**src/sv/mandelbrot_escape_pixel_defines.svh**
```systemverilog
// ----------------------------------------------------------------------------
// Mandelbrot escape pixel assertion macros
// Shared concurrent assertion forms used by the block's RTL.
// ----------------------------------------------------------------------------
`ifndef MANDELBROT_ESCAPE_PIXEL_DEFINES_SVH
`define MANDELBROT_ESCAPE_PIXEL_DEFINES_SVH

// Same-cycle implication, checked on every clock edge outside reset.
`define MEP_ASSERT_IMPLY(name, ante, cons, msg) \
	name: assert property (@(posedge clk) disable iff (!arst_n) (ante) |-> (cons)) \
		else $error(msg);

// Next-cycle implication, checked on every clock edge outside reset.
`define MEP_ASSERT_NEXT(name, ante, cons, msg) \
	name: assert property (@(posedge clk) disable iff (!arst_n) (ante) |=> (cons)) \
		else $error(msg);

`endif

```
**src/sv/mep_pkg.sv**
```systemverilog
// ----------------------------------------------------------------------------
// mep_pkg
// Types, register indexes and the color palette ROM for the escape pixel block.
// ----------------------------------------------------------------------------
package mep_pkg;

	localparam int CoordW = 10;
	localparam int FixW = 32;
	localparam int ColorW = 8;
	localparam int IterW = 11;

	// Configuration register indexes.
	localparam logic [1:0] REG_LEFT_EDGE = 2'd0;
	localparam logic [1:0] REG_TOP_EDGE = 2'd1;
	localparam logic [1:0] REG_X_STEP = 2'd2;
	localparam logic [1:0] REG_Y_STEP = 2'd3;

	// Palette index of the first iteration count: (70 + 0) mod 255 + 1.
	localparam logic [ColorW-1:0] PAL_START = 8'd71;
	localparam logic [ColorW-1:0] PAL_LAST = 8'd255;
	localparam logic [ColorW-1:0] PAL_WRAP = 8'd1;

	typedef struct packed {
		logic signed [FixW-1:0] cx;
		logic signed [FixW-1:0] cy;
	} point_t;

	typedef struct packed {
		logic [ColorW-1:0] red;
		logic [ColorW-1:0] green;
		logic [ColorW-1:0] blue;
		logic [IterW-1:0]  iter_count;
		logic              inside_set;
	} result_t;

	typedef struct packed {
		logic full;
		logic empty;
	} q_stat_t;

	typedef enum logic [1:0] {
		ST_IDLE,
		ST_MUL,
		ST_ADD,
		ST_DONE
	} iter_state_t;

	typedef logic [3*ColorW-1:0] palette_t [256];

	localparam longint unsigned PAL_DEN = 64'd255 * 64'd255 * 64'd255;
	localparam longint unsigned PAL_DEN2 = 64'd2 * PAL_DEN;

	// Builds the palette once at elaboration; entry k is {red, green, blue}.
	function automatic palette_t build_palette();
		palette_t       p;
		longint unsigned a;
		longint unsigned b;
		longint unsigned r;
		longint unsigned g;
		longint unsigned bl;
		for (int k = 0; k < 256; k++) begin
			a = longint'(k);
			b = 64'd255 - a;
			r = (64'd9 * b * a * a * a) / PAL_DEN;
			g = (64'd15 * b * b * a * a) / PAL_DEN;
			bl = (64'd17 * b * b * b * a) / PAL_DEN2;
			p[k] = {r[7:0], g[7:0], bl[7:0]};
		end
		return p;
	endfunction

	localparam palette_t PALETTE = build_palette();

endpackage

```
**src/sv/mep_front.sv**
```systemverilog
// ----------------------------------------------------------------------------
// mep_front
// Maps a pixel coordinate to its point c in the complex plane.
// ----------------------------------------------------------------------------
module mep_front (
	input  logic [mep_pkg::CoordW-1:0]     pixel_col,
	input  logic [mep_pkg::CoordW-1:0]     pixel_row,
	input  logic [mep_pkg::FixW-1:0]       left_edge,
	input  logic [mep_pkg::FixW-1:0]       top_edge,
	input  logic [mep_pkg::FixW-1:0]       x_step,
	input  logic [mep_pkg::FixW-1:0]       y_step,
	output mep_pkg::point_t                point
);
	import mep_pkg::*;

	logic [FixW-1:0] mul_x;
	logic [FixW-1:0] mul_y;

	// Only the low word of each product matters, since c wraps to 32 bits.
	assign mul_x = x_step * FixW'(pixel_col);
	assign mul_y = y_step * FixW'(pixel_row);

	assign point.cx = $signed(left_edge + mul_x);
	assign point.cy = $signed(top_edge + mul_y);

endmodule

```
**config.mk**
```make
export PLATFORM = sky130hd
export DESIGN_NAME = mep_front
export DESIGN_NICKNAME = d
export VERILOG_FILES = /design/src/sv/mandelbrot_escape_pixel_defines.svh /design/src/sv/mep_pkg.sv /design/src/sv/mep_front.sv
export SDC_FILE = /design/constraint.sdc
export NUM_CORES = 1
export LEC_CHECK = 0
export ABC_AREA = 1
export BUFFER_PORTS_ARGS = -buffer_cell sky130_fd_sc_hd__buf_2
export CELL_PAD_IN_SITES_DETAIL_PLACEMENT = 1
export CELL_PAD_IN_SITES_GLOBAL_PLACEMENT = 2
export CORE_ASPECT_RATIO = 0.5
export CORE_UTILIZATION = 36
export DETAILED_ROUTE_END_ITERATION = 12
export GPL_TIMING_DRIVEN = 1
export PLACE_DENSITY = 0.88
export SLEW_MARGIN = 40
export SYNTH_ARGS = -nofsm -noshare
export SYNTH_HDL_FRONTEND = slang
export SYNTH_SLANG_ARGS = --single-unit
```
**constraint.sdc**
```tcl
create_clock -name vclk -period 7.3
set_clock_uncertainty 0.2 [all_clocks]
set_input_delay 0.365 -clock vclk [all_inputs]
set_output_delay 0.365 -clock vclk [all_outputs]
set_load 0.1 [all_outputs]
```
# [Yosys cells after proc, flatten, opt, wreduce, memory -nomap -nowiden]
# Cells that the tools add are included.
# W data, S select, Z words.
[op_classes] n_addsub=2 multipliers=2
[op_table] cell="$add A32 B32 Y32" n=2
[op_table] cell="$mul A32 B10 Y32" n=2
[totals] register_bits=0 in_bits=148 output_inout_bits=64 elab_cells=4

# [Depth between registers and ports, before layout]
[logic_depth] word_depth=2 ltp_mapped=26 depth_no_buf=24

# [Worst setup path before layout]
# No wires, ideal clock.
[synth_path] path_kind="input-to-output" start="in pixel_col[3] (netlist name)" end="out point[51] (netlist name)" arrival_time_ns=6.107 required_time_ns=6.735 setup_slack_ns=0.628 path_stages=19 n_path_buf=2 path_cell_list="clkbuf_1 clkbuf_1 nand2_1 fa_1 inv_1 fa_1 fa_1 fa_1 inv_1 fa_1 inv_1 ha_1 nand2_1 nor2_1 nor3b_2 nand2_1 nand3_1 a21oi_1 xnor2_1"
[synth_rtl] element="start, declared" line_no="mep_front.sv:6" rtl="input logic [mep_pkg::CoordW-1:0] pixel_col,"
[synth_rtl] element="end, declared" line_no="mep_front.sv:12" rtl="output mep_pkg::point_t point"

==> results.cfg <==
[clocking]
ctsResizeCount = 0
postCtsSetupBuffers = 0
postCtsHoldBufs = 0

[timing]
whs_ns = 1.10
fin_crit_sh = 0.891
fin_tns_setup_ns = 0
slew_viol_final = 0
worst_pin_slew_ns = 0.791
fin_ws_ns = 0.794
setup_violations = 0
timing.slew.headroom = 0.473
rsz0062_at_grt = false
clock.fmax_mhz = 154
min_period_ns = 6.51
finalHoldViolations = 0

[synth]
ys_seq_area_frac = 0
synthDistinctLibCells = 35
netlist_area_um2 = 19000
synth_cells = 2650
syn_avg_cell_area_um2 = 7.17
syn-num-nets = 3354
ys_warn_count = 0

[run]
maxCapViolCount = 0

[global_route]
first_global_vias = 18800
grt_first_pass_wirelength_mm = 95.6
grt_overflow = 0
grt_max_degree = 34
antenna_found_initial = 0
grt.total_usage = 0.222

[layout]
drive_above_1_share = 0.0809
n_sequential_cell = 0
regArea_um2 = 0
n_fill_cell = 6663
final_cell_mix = 808 x inv_1, 792 x nand2_1, 456 x fa_1, 212 x buf_2, 100 x ha_1
post-route-util = 0.395
diodes = 0
clock_buffer_count = 0
syn_to_final_growth_pct = 8.21
layout_commonest_cell = inv_1
nNetsFinal = 3464

[placement]
gp_congestion = 0.883
dp_hpwl_mm = 49.4
io_buffer_count = 212
pre_cts_ws_ns = 0.824

[status]
status = completed

[detailed_routing]
viasPerCell = 4.71
drt_iter0_markers = 509
drcViolationCount = 0
wl_per_cell_um = 16.4
ant_nets = 0
routed_wl_mm = 56.9
num_vias = 16300
dr.pass1.iters = 5

[worst_setup_path]
worst_setup_path_end_kind = output port
crit_path_max_fanout = 30
required_ns = 6.73
criticalPathCategory = in -> out
crit_path_start_kind = input pin
worst_ep_arrival_time_ns = 5.94

[die]
dieHeight_um = 164
die-area_um2 = 53700
ios = 212
start_util = 0.365
row_count = 59
core-area_um2 = 52000
die_w_um = 327

[hold_path]
hold_class = in -> out
hold_depth = 3
[critical path, stage by stage]
cell,delay (ns)
buf_2,0.57
nand2_1,0.18
fa_1,0.55
inv_1,0.05
fa_1,0.48
fa_1,0.52
fa_1,0.50
inv_1,0.06
fa_1,0.48
inv_1,0.04
ha_1,0.35
a21oi_1,0.30
o21ai_0,0.15
nand2_1,0.11
nand3_1,0.16
a21oi_1,0.40
nand3_1,0.13
nand2_1,0.08
buf_2,0.42
[layout make-up]
class / count / area, um^2 / share of cell area
multi-input combinational: 1735 / 15500 / 0.756
timing repair buffer: 215 / 1100 / 0.0537
tap: 701 / 877 / 0.0427
inverter: 808 / 3030 / 0.148
[through the flow]
step | area (um^2) | cells
2_1_floorplan | 19000 | 2650
4_1_cts | 20500 | 3458
3_3_place_gp | 20500 | 3458
5_1_grt | 20600 | 3459
3_5_place_dp | 20500 | 3458
6_report | 20600 | 3459
[worst paths after layout]
kind	startpoint	to
worst min-delay path	left_edge[0]	point[32]
worst max-delay path	pixel_col[2]	point[63]
[metal layers]
metal	GRT usage	wire, um	vias to the layer above
li1	-	-	7659
met1	0.257	23000	8413
met2	0.462	32100	190
met3	0.00480	858	42
met4	0.0353	851	0
met5	0	0	-
[synthesized netlist by cell type, drive strengths merged (6+ instances only)]
library cell	number	share of area
xnor2	11	0.0051
inv	808	0.16
a21o	14	0.0055
nand4	21	0.0069
nor2	86	0.017
a31oi	6	0.0020
nor3	14	0.0042
nand3	72	0.019
ha	100	0.066
buf	23	0.0056
o21bai	12	0.0047
a21oi	61	0.016
fa	456	0.48
xor2	37	0.017
nand2	793	0.16
o21ai	32	0.0088
clkbuf	84	0.017
[cells by family after synthesis]
group / synth area share
simple gates: 0.209
compound gates: 0.0406
xor+xnor: 0.0221
buf+inv: 0.182
fa+ha+maj: 0.547
Power is not shown: default switching activity piles up to over one toggle a cycle in this logic, so the estimate is an artifact.
