<file path="config.mk">
export PLATFORM = sky130hd
export DESIGN_NAME = mep_fifo
export DESIGN_NICKNAME = d
export VERILOG_FILES = /design/src/sv/mandelbrot_escape_pixel_defines.svh /design/src/sv/mep_pkg.sv /design/src/sv/mep_fifo.sv
export SDC_FILE = /design/constraint.sdc
export NUM_CORES = 1
export LEC_CHECK = 0
export BUFFER_PORTS_ARGS = -buffer_cell sky130_fd_sc_hd__buf_2
export CORE_ASPECT_RATIO = 1.25
export CORE_MARGIN = 2
export CORE_UTILIZATION = 25
export DETAILED_ROUTE_END_ITERATION = 6
export HOLD_SLACK_MARGIN = 0.05
export PLACE_DENSITY = 0.42
export SLEW_MARGIN = 20
export SYNTH_ARGS = -nofsm -noshare
export SYNTH_HDL_FRONTEND = slang
export SYNTH_SLANG_ARGS = --single-unit
</file>
<file path="constraint.sdc">
create_clock -name clk -period 8.94 [get_ports clk]
set_input_delay 0 -clock clk [delete_from_list [all_inputs] [get_ports clk]]
set_output_delay 0 -clock clk [all_outputs]
set_load 0.05 [all_outputs]
</file>
<file path="src/sv/mandelbrot_escape_pixel_defines.svh">
// ----------------------------------------------------------------------------
// Mandelbrot escape pixel assertion macros
// Shared concurrent assertion forms used by the block's RTL.
// ----------------------------------------------------------------------------
`ifndef MANDELBROT_ESCAPE_PIXEL_DEFINES_SVH
`define MANDELBROT_ESCAPE_PIXEL_DEFINES_SVH

// Same-cycle implication, checked on every clock edge outside reset.
`define MEP_ASSERT_IMPLY(name, ante, cons, msg) \
	name: assert property (@(posedge clk) disable iff (!arst_n) (ante) |-> (cons)) \
		else $error(msg);

// Next-cycle implication, checked on every clock edge outside reset.
`define MEP_ASSERT_NEXT(name, ante, cons, msg) \
	name: assert property (@(posedge clk) disable iff (!arst_n) (ante) |=> (cons)) \
		else $error(msg);

`endif

</file>
<file path="src/sv/mep_pkg.sv">
// ----------------------------------------------------------------------------
// mep_pkg
// Types, register indexes and the color palette ROM for the escape pixel block.
// ----------------------------------------------------------------------------
package mep_pkg;

	localparam int CoordW = 10;
	localparam int FixW = 32;
	localparam int ColorW = 8;
	localparam int IterW = 11;

	// Configuration register indexes.
	localparam logic [1:0] REG_LEFT_EDGE = 2'd0;
	localparam logic [1:0] REG_TOP_EDGE = 2'd1;
	localparam logic [1:0] REG_X_STEP = 2'd2;
	localparam logic [1:0] REG_Y_STEP = 2'd3;

	// Palette index of the first iteration count: (70 + 0) mod 255 + 1.
	localparam logic [ColorW-1:0] PAL_START = 8'd71;
	localparam logic [ColorW-1:0] PAL_LAST = 8'd255;
	localparam logic [ColorW-1:0] PAL_WRAP = 8'd1;

	typedef struct packed {
		logic signed [FixW-1:0] cx;
		logic signed [FixW-1:0] cy;
	} point_t;

	typedef struct packed {
		logic [ColorW-1:0] red;
		logic [ColorW-1:0] green;
		logic [ColorW-1:0] blue;
		logic [IterW-1:0]  iter_count;
		logic              inside_set;
	} result_t;

	typedef struct packed {
		logic full;
		logic empty;
	} q_stat_t;

	typedef enum logic [1:0] {
		ST_IDLE,
		ST_MUL,
		ST_ADD,
		ST_DONE
	} iter_state_t;

	typedef logic [3*ColorW-1:0] palette_t [256];

	localparam longint unsigned PAL_DEN = 64'd255 * 64'd255 * 64'd255;
	localparam longint unsigned PAL_DEN2 = 64'd2 * PAL_DEN;

	// Builds the palette once at elaboration; entry k is {red, green, blue}.
	function automatic palette_t build_palette();
		palette_t       p;
		longint unsigned a;
		longint unsigned b;
		longint unsigned r;
		longint unsigned g;
		longint unsigned bl;
		for (int k = 0; k < 256; k++) begin
			a = longint'(k);
			b = 64'd255 - a;
			r = (64'd9 * b * a * a * a) / PAL_DEN;
			g = (64'd15 * b * b * a * a) / PAL_DEN;
			bl = (64'd17 * b * b * b * a) / PAL_DEN2;
			p[k] = {r[7:0], g[7:0], bl[7:0]};
		end
		return p;
	endfunction

	localparam palette_t PALETTE = build_palette();

endpackage

</file>
<file path="src/sv/mep_fifo.sv">
// ----------------------------------------------------------------------------
// mep_fifo
// Small register queue with full and empty flags; decouples two stages.
// ----------------------------------------------------------------------------
module mep_fifo #(
	parameter int WIDTH = 64,
	parameter int DEPTH = 2
) (
	input  logic             clk,
	input  logic             arst_n,
	input  logic             push,
	input  logic [WIDTH-1:0] wdata,
	input  logic             pop,
	output logic [WIDTH-1:0] rdata,
	output mep_pkg::q_stat_t stat
);
	import mep_pkg::*;

	localparam int PtrW = (DEPTH > 1) ? $clog2(DEPTH) : 1;
	localparam int CntW = $clog2(DEPTH + 1);
	localparam logic [PtrW-1:0] PtrLast = PtrW'(DEPTH - 1);
	localparam logic [CntW-1:0] CntFull = CntW'(DEPTH);

	logic [WIDTH-1:0] mem_q [DEPTH];
	logic [PtrW-1:0]  wr_ptr_q;
	logic [PtrW-1:0]  rd_ptr_q;
	logic [CntW-1:0]  cnt_q;
	logic             do_push;
	logic             do_pop;

	assign stat.full = (cnt_q == CntFull);
	assign stat.empty = (cnt_q == '0);
	assign do_push = push && !stat.full;
	assign do_pop = pop && !stat.empty;
	assign rdata = mem_q[rd_ptr_q];

	always_ff @(posedge clk) begin
		if (do_push) begin
			mem_q[wr_ptr_q] <= wdata;
		end
	end

	always_ff @(posedge clk or negedge arst_n) begin
		if (!arst_n) begin
			wr_ptr_q <= '0;
			rd_ptr_q <= '0;
			cnt_q <= '0;
		end else begin
			if (do_push) begin
				wr_ptr_q <= (wr_ptr_q == PtrLast) ? '0 : wr_ptr_q + 1'b1;
			end
			if (do_pop) begin
				rd_ptr_q <= (rd_ptr_q == PtrLast) ? '0 : rd_ptr_q + 1'b1;
			end
			if (do_push && !do_pop) begin
				cnt_q <= cnt_q + 1'b1;
			end else if (do_pop && !do_push) begin
				cnt_q <= cnt_q - 1'b1;
			end
		end
	end

endmodule

</file>
---- Word level (Yosys, flattened, before mapping) ----
Memory sizes are Yosys's and may differ from the RTL's.
Index checks and enable logic that the tools add are counted.
cells by class
  add/sub/neg operators ................... 4
  equal/unequal tests ..................... 1
  mux-type cells .......................... 6
  reductions and logical operators ........ 10
operator list
  kind                   number
  $logic_and A1 B1 Y1    4
  $logic_not A1 Y1       4
  $mux W1                4
  $mux W2                2
  $add A1 B1 Y1 const B  2
  $add A2 B1 Y2 const B  1
  $eq A2 B2 Y1 const B   1
  $logic_not A2 Y1       1
  $reduce_bool A2 Y1     1
  $sub A2 B1 Y2 const B  1
storage, ports and cells
  register bits after elaboration ......... 4
  bits in writable memories ............... 128
  bits of input ports ..................... 68
  memories ................................ 1
memory list
  memory  words  bits a word  rd ports  clocked after memory_dff  write ports  line            RTL
  mem_q   2      64           1         0                         1            mep_fifo.sv:24  logic [WIDTH-1:0] mem_q [DEPTH];

---- Depth between registers and ports, before layout ----
  depth in word-level cells ............... 7
  depth in mapped cells ................... 7
  mapped depth without buffers ............ 7

---- Least setup slack after synthesis ----
Ideal clock, no wire load.
  kind .................................... register to register
  from .................................... reg cnt_q[0]
  to ...................................... mem mem_q[0][0] (enable)
  library setup time ...................... 486 ps
  arrival time ............................ 3,320 ps
  data required time ...................... 8,454 ps
  setup slack ............................. 5,134 ps
  cell stages (with the launch flop) ...... 4
  clock period less this slack ............ 3,806 ps
  cell sequence ........................... dfrtp_1 > nand2b_1 > nand2_1 > nor2_1
on the way
  cells in the longest elaborated chain, start to end .. 5
RTL lines
  item                           line            RTL
  start, declared                mep_fifo.sv:27  logic [CntW-1:0] cnt_q;
  start signal, assigned         mep_fifo.sv:56  cnt_q <= cnt_q + 1'b1;
  start signal, assigned         mep_fifo.sv:58  cnt_q <= cnt_q - 1'b1;
  $eq A2 B2 Y1                   mep_fifo.sv:31  assign stat.full = (cnt_q == CntFull);
  $logic_not A1 Y1               mep_fifo.sv:33  assign do_push = push && !stat.full;
  $logic_and A1 B1 Y1            mep_fifo.sv:33
  $mux W1                        mep_fifo.sv:38  if (do_push) begin
  $mux W1 (implied by the code)  mep_fifo.sv:39  mem_q[wr_ptr_q] <= wdata;
  end, declared                  mep_fifo.sv:24
Every way passes these cells.

---- Final worst setup path ----
  from .................................... reg rd_ptr_q
  to ...................................... out rdata[47]
on the way
  cells in the longest elaborated chain, start to end .. 1
RTL lines
  item                    line            RTL
  start, declared         mep_fifo.sv:26  logic [PtrW-1:0] rd_ptr_q;
  start signal, assigned  mep_fifo.sv:53  rd_ptr_q <= (rd_ptr_q == PtrLast) ? '0 : rd_ptr_q + 1'b1;
  $mem_v2 Z2 W64          --
  end, declared           mep_fifo.sv:14  output logic [WIDTH-1:0] rdata,
Every way passes these cells.

==> results.sh <==
export IMPL_synth_mux_area_fraction=0.181
export IMPL_finalMaxSlewViolations=0
export IMPL_detailedRoute_firstPassIterationCount=4
export IMPL_fin_tns_setup_ns=0
export IMPL_timing_critical_path_arrival_ns=2.47
export IMPL_reg2regPathDepth=5
export IMPL_worst_pin_slew_ns=0.967
export IMPL_yosysTopAreaCellShare=0.766
export IMPL_postSynth_asyncResetShare=0.0303
export IMPL_design_core_area_um2=19500
export IMPL_mappedNetlistArea_um2=5020
export IMPL_synth_top_cells_by_count="edfxtp_1 (128), mux2_4 (50), mux2_2 (14), buf_6 (6), dfrtp_1 (4)"
export IMPL_post_synth_top_count_cell="edfxtp_1"
export IMPL_synthesis_nets=287
export IMPL_design_die_area_um2=21200
export IMPL_synth_avg_cell_area_um2=23.0
export IMPL_cp_startpoint="rd_ptr_q"
export IMPL_timing_hold_ws_ns=0.312
export IMPL_run_status="completed"
export IMPL_first_global_vias=2933
export IMPL_cts_tree="built"
export IMPL_die_width_um=131
export IMPL_fin_area_um2=7230
export IMPL_synth_fa_ha_area_frac=0.00249
export IMPL_slew_limit_headroom=0.355
export IMPL_syn_to_final_growth_pct=44.1
export IMPL_synth_top_family_by_area="multiplexers"
export IMPL_yosysWarningCount=0
export IMPL_total_power_consumption_mw=2.64
export IMPL_timing_critical_path_fanout_max=36
export IMPL_tritoncts_num_buffers=17
export IMPL_drt_antenna_violating_nets=0
export IMPL_final_critical_period_ns=2.47
export IMPL_power_density_nw_per_um2=365
export IMPL_worst_vdd_ir_mv=0.142
export IMPL_finalHoldViolCount=0
export IMPL_wirelength_um=9930
export IMPL_diodes=0
export IMPL_post_route_cells_drive_above_1_share=0.509
export IMPL_worst_r2r_startpoint="cnt_q[0]"
export IMPL_post_place_setup_slack_ns=6.29
export IMPL_nNetsFinal=503
export IMPL_grt_setup_unrepaired="false"
export IMPL_ys_types=15
export IMPL_postSynthCellCount=218
export IMPL_max_freq_ghz=0.404
export IMPL_grt_usage=0.0970
export IMPL_reg2reg_setup_slack_ns=6.63
export IMPL_fp_dieH_um=162
export IMPL_synth_seq_cells=132
export IMPL_clock_tree_root_driver_cell="clkbuf_16"
export IMPL_clock_sinks=132
export IMPL_maximum_buffer_depth_of_the_clock_tree=2
export IMPL_final_core_utilization=0.370
export IMPL_synth_yosys_seq_area_share=0.785
export IMPL_routedWlPerCell_um=14.0
export IMPL_rr_endpoint="mem_q[0][16]"
export IMPL_cts_htree_levels=4
export IMPL_max_cap_viol_count=0
export IMPL_final_setup_worst_slack_ns=6.47
export IMPL_end_kind="primary output"
export IMPL_design_portCount=134
export IMPL_clock_skew_ns=0.00947
export IMPL_global_route_wire_length_before_repair_um=15000
export IMPL_clkSlewWorstSetupHoldPaths_ns=0.06
export IMPL_final_cell_count_no_fill=711
export IMPL_synth_top_cells_by_area="edfxtp_1 (77%), mux2_4 (15%), mux2_2 (3.1%)"
export IMPL_n_fill_cell=1916
export IMPL_placedCellCount=611
export IMPL_yosys_area_share_simple=0.00548
export IMPL_cp_endpoint="rdata[47]"
export IMPL_critical_path_startpoint_type="flop"
export IMPL_dominantRegCellSynth="edfxtp_1"
export IMPL_floorplan_initialDensity=0.257
export IMPL_insertion_delay_ns=0.41
export IMPL_hp_class="input pin to flop"
export IMPL_cp_data_required_time_ns=8.94
export IMPL_port_buffers=133
export IMPL_synth_compound_area_share=0.000997
export IMPL_site_row_count=57
export IMPL_routed_via_density=3.81
export IMPL_part_of_the_cycle_the_worst_path_needs=0.277
export IMPL_critical_path_class="flop to primary output"
export IMPL_timing_final_setup_violations=0
export IMPL_grt_start_max_net_pins=65
export IMPL_detailedPlacementHpwl_um=6060
export IMPL_placedInstanceArea_um2=5980
export IMPL_whs_path_depth=2
export IMPL_drt_initial_drc_count=106
export IMPL_synth_xor_area_frac=0.00872
export IMPL_finalWeightedCongestion=0.648
export IMPL_initial_antenna_violation_count=0
export IMPL_leakage_power_total_nw=2.84
export IMPL_grt_overflow=0
export IMPL_vias=2708
export IMPL_drt_drc_violations_left=0
export IMPL_synth_top_cell_by_area="edfxtp_1"
export IMPL_synth_edff_count=128
==> sequential cells by signal (all words and copies together) (netlist names) <==
| signal | cells |
|---|---|
| wr_ptr_q | 1 |
| cnt_q | 2 |
| mem_q | 128 |
| rd_ptr_q | 1 |
==> metal layers <==
layer / routed length (um) / GRT usage / vias up / part of all wire
met5: 0 / 0 / - / 0
met4: 132 / 0.0450 / 0 / 0.013
met3: 437 / 0.0365 / 7 / 0.044
met2: 5190 / 0.167 / 81 / 0.52
met1: 4160 / 0.105 / 1325 / 0.42
li1: - / - / 1295 / -
==> repair_timing <==
action | CTS | global route
hold buffers | 68 | 0
setup buffers | 0 | 0
resized for setup | 0 | 0
endpoints found under the hold margin | 134 | 0
==> power by group <==
group          total, mW  switching (mW)  leakage [nW]  internal [mW]
Combinational       1.07           0.726          1.35          0.349
Sequential         0.919          0.0690          1.23          0.850
Clock              0.646           0.243         0.256          0.403
==> cell usage in the layout, fill, tap and decap left out, types with 2 or more instances in the layout <==
master         instances
mux2_2                14
mux2_4                50
clkinvlp_4             3
buf_4                  2
clkbuf_1               2
clkinv_1               5
buf_2                133
nor2_1                 2
clkbuf_16             17
inv_1                  2
dlygate4sd3_1         68
xor2_1                 2
dfrtp_1                3
bufinv_16              2
xnor2_1                3
edfxtp_1             128
==> how the worst min path moves through the flow <==
stage	from	to	slack, ns
detailed placement	arst_n	cnt_q[1]	-0.18
global route	wdata[42]	mem_q[0][42]	0.29
CTS	wdata[35]	mem_q[1][35]	0.28
floorplan	arst_n	cnt_q[0]	-0.30
global placement	arst_n	cnt_q[0]	-0.19
finish	wdata[38]	mem_q[0][38]	0.31
==> cell type report <==
cell class	instances	area, um2	area share
Clock inverter	12	115	0.0159
Clock buffer	19	433	0.0599
Inverter	2	7.51	0.00104
Tap cell	265	332	0.0458
Sequential cell	132	3950	0.546
Timing Repair Buffer	204	1390	0.192
Multi-Input combinational cell	77	1010	0.140
==> critical path, cell delays in order (launching register included) <==
cell     delay (ns)
dfrtp_4        0.77
buf_4          0.67
mux2_2         0.41
buf_2          0.21
==> cell families after synthesis <==
| group | Yosys count |
|---|---|
| AO/OA/AOI/OAI | 1 |
| adder cells (fa/ha/maj) | 1 |
| multiplexers | 64 |
| AND/OR/NAND/NOR | 6 |
| XOR/XNOR | 5 |
| buffers and inverters | 9 |
| flip-flops | 132 |
No activity file was read; power rests on OpenSTA's default activity.
